## config.mk

```make
export PLATFORM = sky130hd
export DESIGN_NAME = asm_amode_select_location_counter
export DESIGN_NICKNAME = d
export VERILOG_FILES = /design/src/rtl/amsl_pkg.sv /design/src/rtl/amsl_mode_decode.sv /design/src/rtl/asm_amode_select_location_counter.sv
export SDC_FILE = /design/constraint.sdc
export NUM_CORES = 1
export LEC_CHECK = 0
export BUFFER_PORTS_ARGS = -buffer_cell sky130_fd_sc_hd__buf_2
export CAP_MARGIN = 25
export CORE_UTILIZATION = 45
export CTS_CLUSTER_SIZE = 20
export DETAILED_ROUTE_END_ITERATION = 8
export PLACE_DENSITY = 0.67
export RECOVER_POWER = 50
export SYNTH_ARGS = -nofsm -noshare
export SYNTH_HDL_FRONTEND = slang
export SYNTH_HIERARCHICAL = 1
export SYNTH_SLANG_ARGS = --single-unit
```

## constraint.sdc

```tcl
create_clock -name i_clk -period 5.3 [get_ports i_clk]
set_clock_uncertainty 0.15 [all_clocks]
set_input_delay 0.53 -clock i_clk [delete_from_list [all_inputs] [get_ports i_clk]]
set_output_delay 0.53 -clock i_clk [all_outputs]
set_load 0.1 [all_outputs]
```

## src/rtl/amsl_pkg.sv

```systemverilog
// Package for the 6502 addressing mode selector: codes, types and the legality table.
package amsl_pkg;

    // statement commands
    localparam logic [2:0] CMD_ORIGIN  = 3'd0;
    localparam logic [2:0] CMD_BYTES   = 3'd1;
    localparam logic [2:0] CMD_STRING  = 3'd2;
    localparam logic [2:0] CMD_INSTR   = 3'd3;
    localparam logic [2:0] CMD_SECTION = 3'd4;

    // operand syntax forms
    localparam logic [4:0] OK_INT        = 5'd0;
    localparam logic [4:0] OK_IDENT      = 5'd1;
    localparam logic [4:0] OK_INT_X      = 5'd2;
    localparam logic [4:0] OK_INT_Y      = 5'd3;
    localparam logic [4:0] OK_IDENT_X    = 5'd4;
    localparam logic [4:0] OK_IDENT_Y    = 5'd5;
    localparam logic [4:0] OK_REL_INT    = 5'd6;
    localparam logic [4:0] OK_REL_IDENT  = 5'd7;
    localparam logic [4:0] OK_IND_INT_Y  = 5'd8;
    localparam logic [4:0] OK_IND_INT_X  = 5'd9;
    localparam logic [4:0] OK_IND_ID_Y   = 5'd10;
    localparam logic [4:0] OK_IND_ID_X   = 5'd11;
    localparam logic [4:0] OK_ACCUM      = 5'd12;
    localparam logic [4:0] OK_IMM_INT    = 5'd13;
    localparam logic [4:0] OK_IMM_IDENT  = 5'd14;
    localparam logic [4:0] OK_IND_INT    = 5'd15;
    localparam logic [4:0] OK_IND_IDENT  = 5'd16;
    localparam logic [4:0] OK_IMPLICIT   = 5'd17;

    // mnemonics with special mode rules
    localparam logic [5:0] MN_JMP = 6'd26;
    localparam logic [5:0] MN_JSR = 6'd27;

    // error codes
    localparam logic [1:0] ERR_NONE      = 2'd0;
    localparam logic [1:0] ERR_ORIGIN    = 2'd1;
    localparam logic [1:0] ERR_UNKNOWN   = 2'd2;
    localparam logic [1:0] ERR_BAD_MODE  = 2'd3;

    typedef enum logic [3:0] {
        AM_IMP = 4'd0,
        AM_ACC = 4'd1,
        AM_IMM = 4'd2,
        AM_ZP  = 4'd3,
        AM_ZPX = 4'd4,
        AM_ZPY = 4'd5,
        AM_ABS = 4'd6,
        AM_ABX = 4'd7,
        AM_ABY = 4'd8,
        AM_IND = 4'd9,
        AM_INX = 4'd10,
        AM_INY = 4'd11,
        AM_REL = 4'd12,
        AM_BAD = 4'd13
    } t_amode;

    // decoder result handed to the top level
    typedef struct packed {
        t_amode     mode;
        logic       unknown_ident;
        logic       illegal;
        logic [1:0] op_bytes;
    } t_mode_res;

    localparam int unsigned IN_W  = 48;
    localparam int unsigned OUT_W = 48;

    // legal mode masks, one bit per t_amode code
    localparam logic [15:0] LM_IMM    = 16'h0004;
    localparam logic [15:0] LM_REL    = 16'h1000;
    localparam logic [15:0] LM_GRP1   = 16'h0DDC;
    localparam logic [15:0] LM_SHIFT  = 16'h00DA;
    localparam logic [15:0] LM_ZP_ABS = 16'h0048;
    localparam logic [15:0] LM_I_ZA   = 16'h004C;
    localparam logic [15:0] LM_ZX_AX  = 16'h00D8;
    localparam logic [15:0] LM_JMP    = 16'h0240;
    localparam logic [15:0] LM_ABS    = 16'h0040;
    localparam logic [15:0] LM_LDX    = 16'h016C;
    localparam logic [15:0] LM_LDY    = 16'h00DC;
    localparam logic [15:0] LM_STA    = 16'h0DD8;
    localparam logic [15:0] LM_STX    = 16'h0068;
    localparam logic [15:0] LM_STY    = 16'h0058;
    localparam logic [15:0] LM_NONE   = 16'h0000;

    function automatic logic [15:0] legal_modes(input logic [5:0] mn);
        logic [15:0] m;
        case (mn)
            6'd0, 6'd1, 6'd16, 6'd22, 6'd32, 6'd41, 6'd54: m = LM_GRP1;
            6'd2, 6'd30, 6'd37, 6'd38:                     m = LM_SHIFT;
            6'd3, 6'd4, 6'd5, 6'd7, 6'd8, 6'd9, 6'd11, 6'd12: m = LM_REL;
            6'd6:                                          m = LM_ZP_ABS;
            6'd10, 6'd13, 6'd14, 6'd15, 6'd20, 6'd21, 6'd24, 6'd25,
            6'd31, 6'd33, 6'd34, 6'd35, 6'd36, 6'd39, 6'd40, 6'd42,
            6'd43, 6'd47, 6'd48, 6'd49, 6'd50, 6'd51, 6'd52, 6'd53,
            6'd55:                                         m = LM_IMM;
            6'd17, 6'd18:                                  m = LM_I_ZA;
            6'd19, 6'd23:                                  m = LM_ZX_AX;
            6'd26:                                         m = LM_JMP;
            6'd27:                                         m = LM_ABS;
            6'd28:                                         m = LM_LDX;
            6'd29:                                         m = LM_LDY;
            6'd44:                                         m = LM_STA;
            6'd45:                                         m = LM_STX;
            6'd46:                                         m = LM_STY;
            default:                                       m = LM_NONE;
        endcase
        return m;
    endfunction

    function automatic logic [1:0] operand_bytes(input t_amode md);
        logic [1:0] b;
        case (md)
            AM_IMM, AM_ZP, AM_ZPX, AM_ZPY, AM_INX, AM_INY, AM_REL: b = 2'd1;
            AM_ABS, AM_ABX, AM_ABY, AM_IND:                       b = 2'd2;
            default:                                              b = 2'd0;
        endcase
        return b;
    endfunction

endpackage

```

## src/rtl/amsl_mode_decode.sv

```systemverilog
// Addressing mode selection and legality check for one instruction statement.
module amsl_mode_decode
    import amsl_pkg::*;
(
    input  logic [4:0]  i_operand_kind,
    input  logic [5:0]  i_mnemonic,
    input  logic [15:0] i_operand_value,
    input  logic        i_label_ref,
    input  logic        i_name_found,
    output t_mode_res   o_res
);

    logic   wide;
    logic   ident;
    logic   far;
    logic   jump;
    logic   branch;
    t_amode mode;
    logic [15:0] legal;

    assign wide   = (i_operand_value[15:8] != 8'd0);
    assign jump   = (i_mnemonic == MN_JMP) || (i_mnemonic == MN_JSR);
    assign branch = (i_mnemonic == 6'd3) || (i_mnemonic == 6'd4) || (i_mnemonic == 6'd5) ||
                    (i_mnemonic == 6'd7) || (i_mnemonic == 6'd8) || (i_mnemonic == 6'd9) ||
                    (i_mnemonic == 6'd11) || (i_mnemonic == 6'd12);
    assign ident  = (i_operand_kind == OK_IDENT) || (i_operand_kind == OK_IDENT_X) ||
                    (i_operand_kind == OK_IDENT_Y) || (i_operand_kind == OK_REL_IDENT) ||
                    (i_operand_kind == OK_IND_ID_Y) || (i_operand_kind == OK_IND_ID_X) ||
                    (i_operand_kind == OK_IMM_IDENT) || (i_operand_kind == OK_IND_IDENT);
    // label flag only matters for identifier forms
    assign far    = (ident && i_label_ref) || wide;
    assign legal  = legal_modes(i_mnemonic);

    always_comb begin
        case (i_operand_kind)
            OK_INT:       mode = (jump || wide) ? AM_ABS : AM_ZP;
            OK_IDENT: begin
                if (branch) begin
                    mode = AM_REL;
                end else begin
                    mode = (jump || far) ? AM_ABS : AM_ZP;
                end
            end
            OK_INT_X:     mode = wide ? AM_ABX : AM_ZPX;
            OK_INT_Y:     mode = wide ? AM_ABY : AM_ZPY;
            OK_IDENT_X:   mode = far ? AM_ABX : AM_ZPX;
            OK_IDENT_Y:   mode = far ? AM_ABY : AM_ZPY;
            OK_REL_INT,
            OK_REL_IDENT: mode = AM_REL;
            OK_IND_INT_Y: mode = wide ? AM_BAD : AM_INY;
            OK_IND_INT_X: mode = wide ? AM_BAD : AM_INX;
            OK_IND_ID_Y:  mode = far ? AM_BAD : AM_INY;
            OK_IND_ID_X:  mode = far ? AM_BAD : AM_INX;
            OK_ACCUM:     mode = AM_ACC;
            OK_IMM_INT:   mode = wide ? AM_BAD : AM_IMM;
            OK_IMM_IDENT: mode = far ? AM_BAD : AM_IMM;
            OK_IND_INT,
            OK_IND_IDENT: mode = AM_IND;
            OK_IMPLICIT:  mode = AM_IMP;
            default:      mode = AM_BAD;
        endcase

        o_res = '0;
        if (ident && !i_name_found) begin
            o_res.mode          = AM_BAD;
            o_res.unknown_ident = 1'b1;
        end else begin
            o_res.mode     = mode;
            o_res.op_bytes = operand_bytes(mode);
            // implicit form skips the legality check; invalid mode never has a bit
            o_res.illegal  = (i_operand_kind != OK_IMPLICIT) &&
                             ((mode == AM_BAD) || !legal[mode]);
        end
    end

endmodule

```

## src/rtl/asm_amode_select_location_counter.sv

```systemverilog
// Top level: 6502 statement checker with location and section counters.
//
// One parsed assembler statement enters per transfer on the s_axis channel and
// exactly one result leaves per statement on the m_axis channel, in order.
// The statement is decoded and the counters updated in the cycle it is taken;
// its result is registered into the output register, or into the skid entry
// if the receiver stalls. Throughput is one statement per cycle while tready is high;
// the location counter adder and the mode decode form the single loop that sets this figure.
// A result register plus one skid entry sit on the output: while the receiver
// stalls, one more statement is taken into the skid entry, after which
// o_s_axis_tready drops until the receiver takes a result.
// Reset (synchronous, active low) clears the location counter, the section
// counter and the last-write record, and empties the output buffer.
// Result item_offset is the counter at the start of the statement,
// section_index the section count before any section statement bumps it.
module asm_amode_select_location_counter
    import amsl_pkg::*;
(
    input  logic              i_clk,
    input  logic              i_rst_n,
    input  logic              i_s_axis_tvalid,
    output logic              o_s_axis_tready,
    // [2:0] command, [7:3] operand_kind, [13:8] mnemonic, [29:14] operand_value,
    // [30] label_ref, [31] name_found, [47:32] data_length
    input  logic [IN_W-1:0]   i_s_axis_tdata,
    output logic              o_m_axis_tvalid,
    input  logic              i_m_axis_tready,
    // [31:0] item_offset, [39:32] section_index, [43:40] address_mode,
    // [45:44] error_code, [47:46] zero
    output logic [OUT_W-1:0]  o_m_axis_tdata
);

    logic [2:0]  in_cmd;
    logic [4:0]  in_kind;
    logic [5:0]  in_mn;
    logic [15:0] in_value;
    logic        in_label;
    logic        in_found;
    logic [15:0] in_len;
    t_mode_res   dec;

    logic [31:0] r_loc, n_loc;
    logic [7:0]  r_section, n_section;
    logic [31:0] r_last_off, n_last_off;
    logic [7:0]  r_last_sec, n_last_sec;
    logic        r_last_valid, n_last_valid;

    logic             r_out_valid, r_skid_valid;
    logic [OUT_W-1:0] r_out_data, r_skid_data;
    logic [OUT_W-1:0] result;
    t_amode           res_mode;
    logic [1:0]       res_err;
    logic             accept;
    logic             out_free;

    assign in_cmd   = i_s_axis_tdata[2:0];
    assign in_kind  = i_s_axis_tdata[7:3];
    assign in_mn    = i_s_axis_tdata[13:8];
    assign in_value = i_s_axis_tdata[29:14];
    assign in_label = i_s_axis_tdata[30];
    assign in_found = i_s_axis_tdata[31];
    assign in_len   = i_s_axis_tdata[47:32];

    amsl_mode_decode u_decode (
        .i_operand_kind  (in_kind),
        .i_mnemonic      (in_mn),
        .i_operand_value (in_value),
        .i_label_ref     (in_label),
        .i_name_found    (in_found),
        .o_res           (dec)
    );

    assign o_s_axis_tready = !r_skid_valid;
    assign accept          = i_s_axis_tvalid && o_s_axis_tready;
    assign out_free        = !r_out_valid || i_m_axis_tready;

    always_comb begin
        n_loc        = r_loc;
        n_section    = r_section;
        n_last_off   = r_last_off;
        n_last_sec   = r_last_sec;
        n_last_valid = r_last_valid;
        res_mode     = AM_IMP;
        res_err      = ERR_NONE;
        case (in_cmd)
            CMD_ORIGIN: begin
                if (r_last_valid && (r_last_off >= {16'd0, in_value}) &&
                    (r_last_sec == r_section)) begin
                    res_err = ERR_ORIGIN;
                end else begin
                    n_loc = {16'd0, in_value};
                end
            end
            CMD_BYTES, CMD_STRING: begin
                n_loc = r_loc + {16'd0, in_len};
            end
            CMD_INSTR: begin
                res_mode = dec.mode;
                if (dec.unknown_ident) begin
                    res_err = ERR_UNKNOWN;
                end else begin
                    if (dec.illegal) begin
                        res_err = ERR_BAD_MODE;
                    end
                    n_loc = r_loc + 32'd1 + {30'd0, dec.op_bytes};
                end
            end
            CMD_SECTION: begin
                n_section = r_section + 8'd1;
            end
            default: begin
            end
        endcase
        if ((in_cmd == CMD_BYTES) || (in_cmd == CMD_STRING) || (in_cmd == CMD_INSTR)) begin
            n_last_off   = r_loc;
            n_last_sec   = r_section;
            n_last_valid = 1'b1;
        end
        result = {2'b00, res_err, res_mode, r_section, r_loc};
    end

    always_ff @(posedge i_clk) begin
        if (!i_rst_n) begin
            r_loc        <= '0;
            r_section    <= '0;
            r_last_off   <= '0;
            r_last_sec   <= '0;
            r_last_valid <= 1'b0;
        end else if (accept) begin
            r_loc        <= n_loc;
            r_section    <= n_section;
            r_last_off   <= n_last_off;
            r_last_sec   <= n_last_sec;
            r_last_valid <= n_last_valid;
        end
    end

    // output register with one skid entry
    always_ff @(posedge i_clk) begin
        if (!i_rst_n) begin
            r_out_valid  <= 1'b0;
            r_skid_valid <= 1'b0;
        end else if (out_free) begin
            if (r_skid_valid) begin
                r_out_valid  <= 1'b1;
                r_skid_valid <= 1'b0;
            end else begin
                r_out_valid <= accept;
            end
        end else if (accept) begin
            r_skid_valid <= 1'b1;
        end
    end

    always_ff @(posedge i_clk) begin
        if (out_free) begin
            r_out_data <= r_skid_valid ? r_skid_data : result;
        end
        if (!out_free && accept) begin
            r_skid_data <= result;
        end
    end

    assign o_m_axis_tvalid = r_out_valid;
    assign o_m_axis_tdata  = r_out_data;

`ifndef NO_ASSERTIONS
    a_skid_needs_out: assert property (@(posedge i_clk) disable iff (!i_rst_n)
        r_skid_valid |-> r_out_valid)
        else $error("skid entry holds a result while output register is empty");

    a_section_bump: assert property (@(posedge i_clk) disable iff (!i_rst_n)
        (accept && (in_cmd == CMD_SECTION)) |=> (r_section == $past(r_section) + 8'd1))
        else $error("section statement did not advance the section count");

    a_unknown_holds_loc: assert property (@(posedge i_clk) disable iff (!i_rst_n)
        (accept && (in_cmd == CMD_INSTR) && dec.unknown_ident) |=> (r_loc == $past(r_loc)))
        else $error("unknown identifier moved the location counter");

    a_write_recorded: assert property (@(posedge i_clk) disable iff (!i_rst_n)
        (accept && ((in_cmd == CMD_BYTES) || (in_cmd == CMD_STRING) || (in_cmd == CMD_INSTR)))
        |=> (r_last_valid && (r_last_off == $past(r_loc))))
        else $error("writable statement not recorded as last write");
`endif

endmodule

```

==> impl_metrics.json <==
{
  "violations": "max-capacitance violations, max-slew violations",
  "gp_congestion": 0.9048,
  "drtPass1Iterations": 6,
  "ys_warn_count": 6,
  "rsz0062_at_grt": "false",
  "path_max_fanout": 7,
  "avgSynthCellArea_sq_um": 9.097,
  "path_class": "in -> reg",
  "die-area_sq_mm": 0.02445,
  "drtIter0Drc": 969,
  "numCtsBuffers": 17,
  "grt_use_total": 0.2427,
  "nFillCells": 2261,
  "die_w_microns": 156.4,
  "cts.repair.resized": 0,
  "status": "finished with violations",
  "grt.overflow.total": 0,
  "grt_max_degree": 50,
  "synth_ff_type": "edfxtp_1",
  "nets": 1326,
  "post-dp-hpwl_microns": 20320,
  "clkSlewWorstSetupHoldPaths_ps": 70,
  "die_h_microns": 156.4,
  "postSynth.asyncResetShare": 0,
  "start_kind": "input pin",
  "reg2reg_from": "o_m_axis_tvalid",
  "yosysMostFrequentCell": "nand2_1",
  "grt_pass1_vias": 8409,
  "hold_viol": 0,
  "final.period_utilization": 0.8974,
  "cts_root_buffer": "clkbuf_16",
  "slew_violations": 99,
  "area_delta_synth_final_pct": 10.37,
  "antenna_found_initial": 2,
  "htreeDepth": 4,
  "clock_latency_ps": 440,
  "end_kind": "flip-flop",
  "yosysUniqueCellTypes": 97,
  "relSlewSlack": -0.9979,
  "whs_ps": 274.8,
  "required_ps": 5530,
  "synthTopCellsByArea": "edfxtp_1 26%, dfxtp_1 15%, nand2_1 5.8%",
  "tns_ps": 0,
  "power_uw": 3350,
  "ant_nets": 0,
  "synth_seq_cells": 175,
  "rows": 56,
  "ctsLongestPathBuffers": 2,
  "ys_seq_area_frac": 0.4125,
  "drc": 0,
  "crit_start": "i_s_axis_tdata[8]",
  "port_buffers": 99,
  "final.min_clock_period_ps": 4756,
  "cap_viol_max_count": 2,
  "leakage_uw": 0.004378,
  "synth_edf_count": 92,
  "hold_path.startpoint": "i_s_axis_tvalid",
  "hold_path_class": "in -> reg",
  "final_util": 0.5058,
  "cts_tree": "yes",
  "vias": 9181,
  "synth_area_leader_cell": "edfxtp_1",
  "routed_wl_microns": 29260,
  "setup_violations": 0,
  "tightest_slew_ps": 2997,
  "grt_pass1_wl_microns": 46040,
  "wl_per_cell_microns": 18.71,
  "via_per_inst": 5.870,
  "synth_common_cells": "165 x nand2_1, 92 x edfxtp_1, 91 x nor2_1, 88 x a21oi_1, 83 x dfxtp_1",
  "cts_sinks": 175,
  "start_util": 0.4583,
  "netlist_area_sq_mm": 0.01073,
  "hold_buffers": 0,
  "coreArea_sq_mm": 0.02340,
  "vdd_ir_drop_max_mv": 0.1969,
  "synth_cells": 1179,
  "fmax_ghz": 0.2103,
  "crit_arrival_ps": 4990,
  "drive_above_1_share": 0.1649,
  "io_pins": 102,
  "power.density_mw_per_mm2": 283.0,
  "cts_setup_buffers": 0,
  "yosysTopAreaCellShare": 0.2576
}
layout by cell type (no fill, tap or decap), drive strengths merged, types with 8 or more instances in the layout:
| master | synthesis | final |
|---|---|---|
| mux2 | 40 | 40 |
| nor3 | 33 | 33 |
| xor2 | 18 | 18 |
| nand4 | 19 | 19 |
| inv | 38 | 41 |
| nand3 | 36 | 36 |
| a21oi | 96 | 96 |
| or3 | 8 | 8 |
| mux2i | 8 | 8 |
| nand2 | 165 | 165 |
| nor2 | 92 | 92 |
| nor4 | 15 | 15 |
| a21o | 9 | 9 |
| xnor2 | 23 | 23 |
| or2 | 8 | 8 |
| o21ai | 57 | 57 |
| nand2b | 14 | 14 |
| edfxtp | 92 | 92 |
| ha | 42 | 42 |
| o211ai | 8 | 8 |
| o22ai | 8 | 8 |
| dfxtp | 83 | 83 |
| a31o | 8 | 8 |
| a221oi | 8 | 8 |
| a31oi | 13 | 13 |
| buf | 34 | 83 |
| a211oi | 17 | 17 |
| and3 | 12 | 12 |
| clkbuf | 51 | 51 |
cell type report:
type                       instances  area (sq um)  area share
clock inverter                    14         91.34    0.007716
clock buffer                      18         429.2     0.03625
multi-input combinational        882          5769      0.4874
sequential                       175          4424      0.3737
timing repair buffer             116         576.8     0.04873
inverter                          38         142.6     0.01205
antenna                            2         5.005   0.0004228
tap                              319         399.1     0.03372
cells by family (layout without fill, tap and decap cells):
| logic type | count (synthesis) | after routing | share of synthesized area |
|---|---|---|---|
| other | 1 | 4 | 0.0003496 |
| AOI/OAI and AO/OA | 307 | 307 | 0.2008 |
| buffers and inverters | 123 | 186 | 0.05156 |
| and+or+nand+nor | 440 | 440 | 0.1991 |
| adders and majority gates | 44 | 44 | 0.05273 |
| xor gates and xnor gates | 41 | 41 | 0.03348 |
| DFF | 175 | 175 | 0.4125 |
| muxes | 48 | 48 | 0.04946 |
per-layer routing:
| metal | track usage | routed length [microns] | up-vias |
|---|---|---|---|
| li1 | - | - | 4442 |
| met2 | 0.3882 | 13600 | 323 |
| met4 | 0.09010 | 532 | 0 |
| met3 | 0.03794 | 1856 | 39 |
| met5 | 0 | 0 | - |
| met1 | 0.3302 | 13260 | 4377 |
registers in the layout (all words and copies together), names as in the netlist:
name / flops
r_last_valid: 1
o_m_axis_tdata: 46
r_loc: 32
r_skid_valid: 1
o_m_axis_tvalid: 1
r_section: 8
r_skid_data: 46
r_last_off: 32
r_last_sec: 8
worst max-delay path, stage by stage:
cell and delay [ps]:
buf_2 150, inv_1 120, ha_1 270, or2_2 330, and2_1 160, o31ai_1 190
a31oi_1 120, nor3b_1 220, nand2_1 150, inv_1 150, ha_1 160, nand2_1 50
a21oi_1 240, inv_1 100, fa_1 490, and4b_1 300, nand4_1 280, buf_4 270
nor2_1 110, a21oi_1 80, a211oi_1 340, a32o_1 170
power breakdown:
group	total, uW	leakage, uW	switching (uW)	internal (uW)
sequential	1520	0.00159	42.1	1480
combinational	689	0.00255	515	174
clock	1140	0.000245	544	595
total	3350	0.00438	1100	2250
path summary, 6_finish.rpt:
check	to	slack [ps]	cells after the start
max	r_loc[20]	540	22
min	r_skid_valid	270	3
min reg2reg	r_last_off[23]	310	2
max reg2reg	r_skid_data[18]	1270	4
through the flow:
stage                     cells  setup WS [ps]  area [sq um]
after floorplan            1180          313.6         10730
after global placement     1530          299.3         11360
after detailed placement   1530          168.2         11360
after CTS                  1562          594.7         11880
after global routing       1564          156.1         11840
final                      1564          543.8         11840
(Power assumes the default switching activity.)
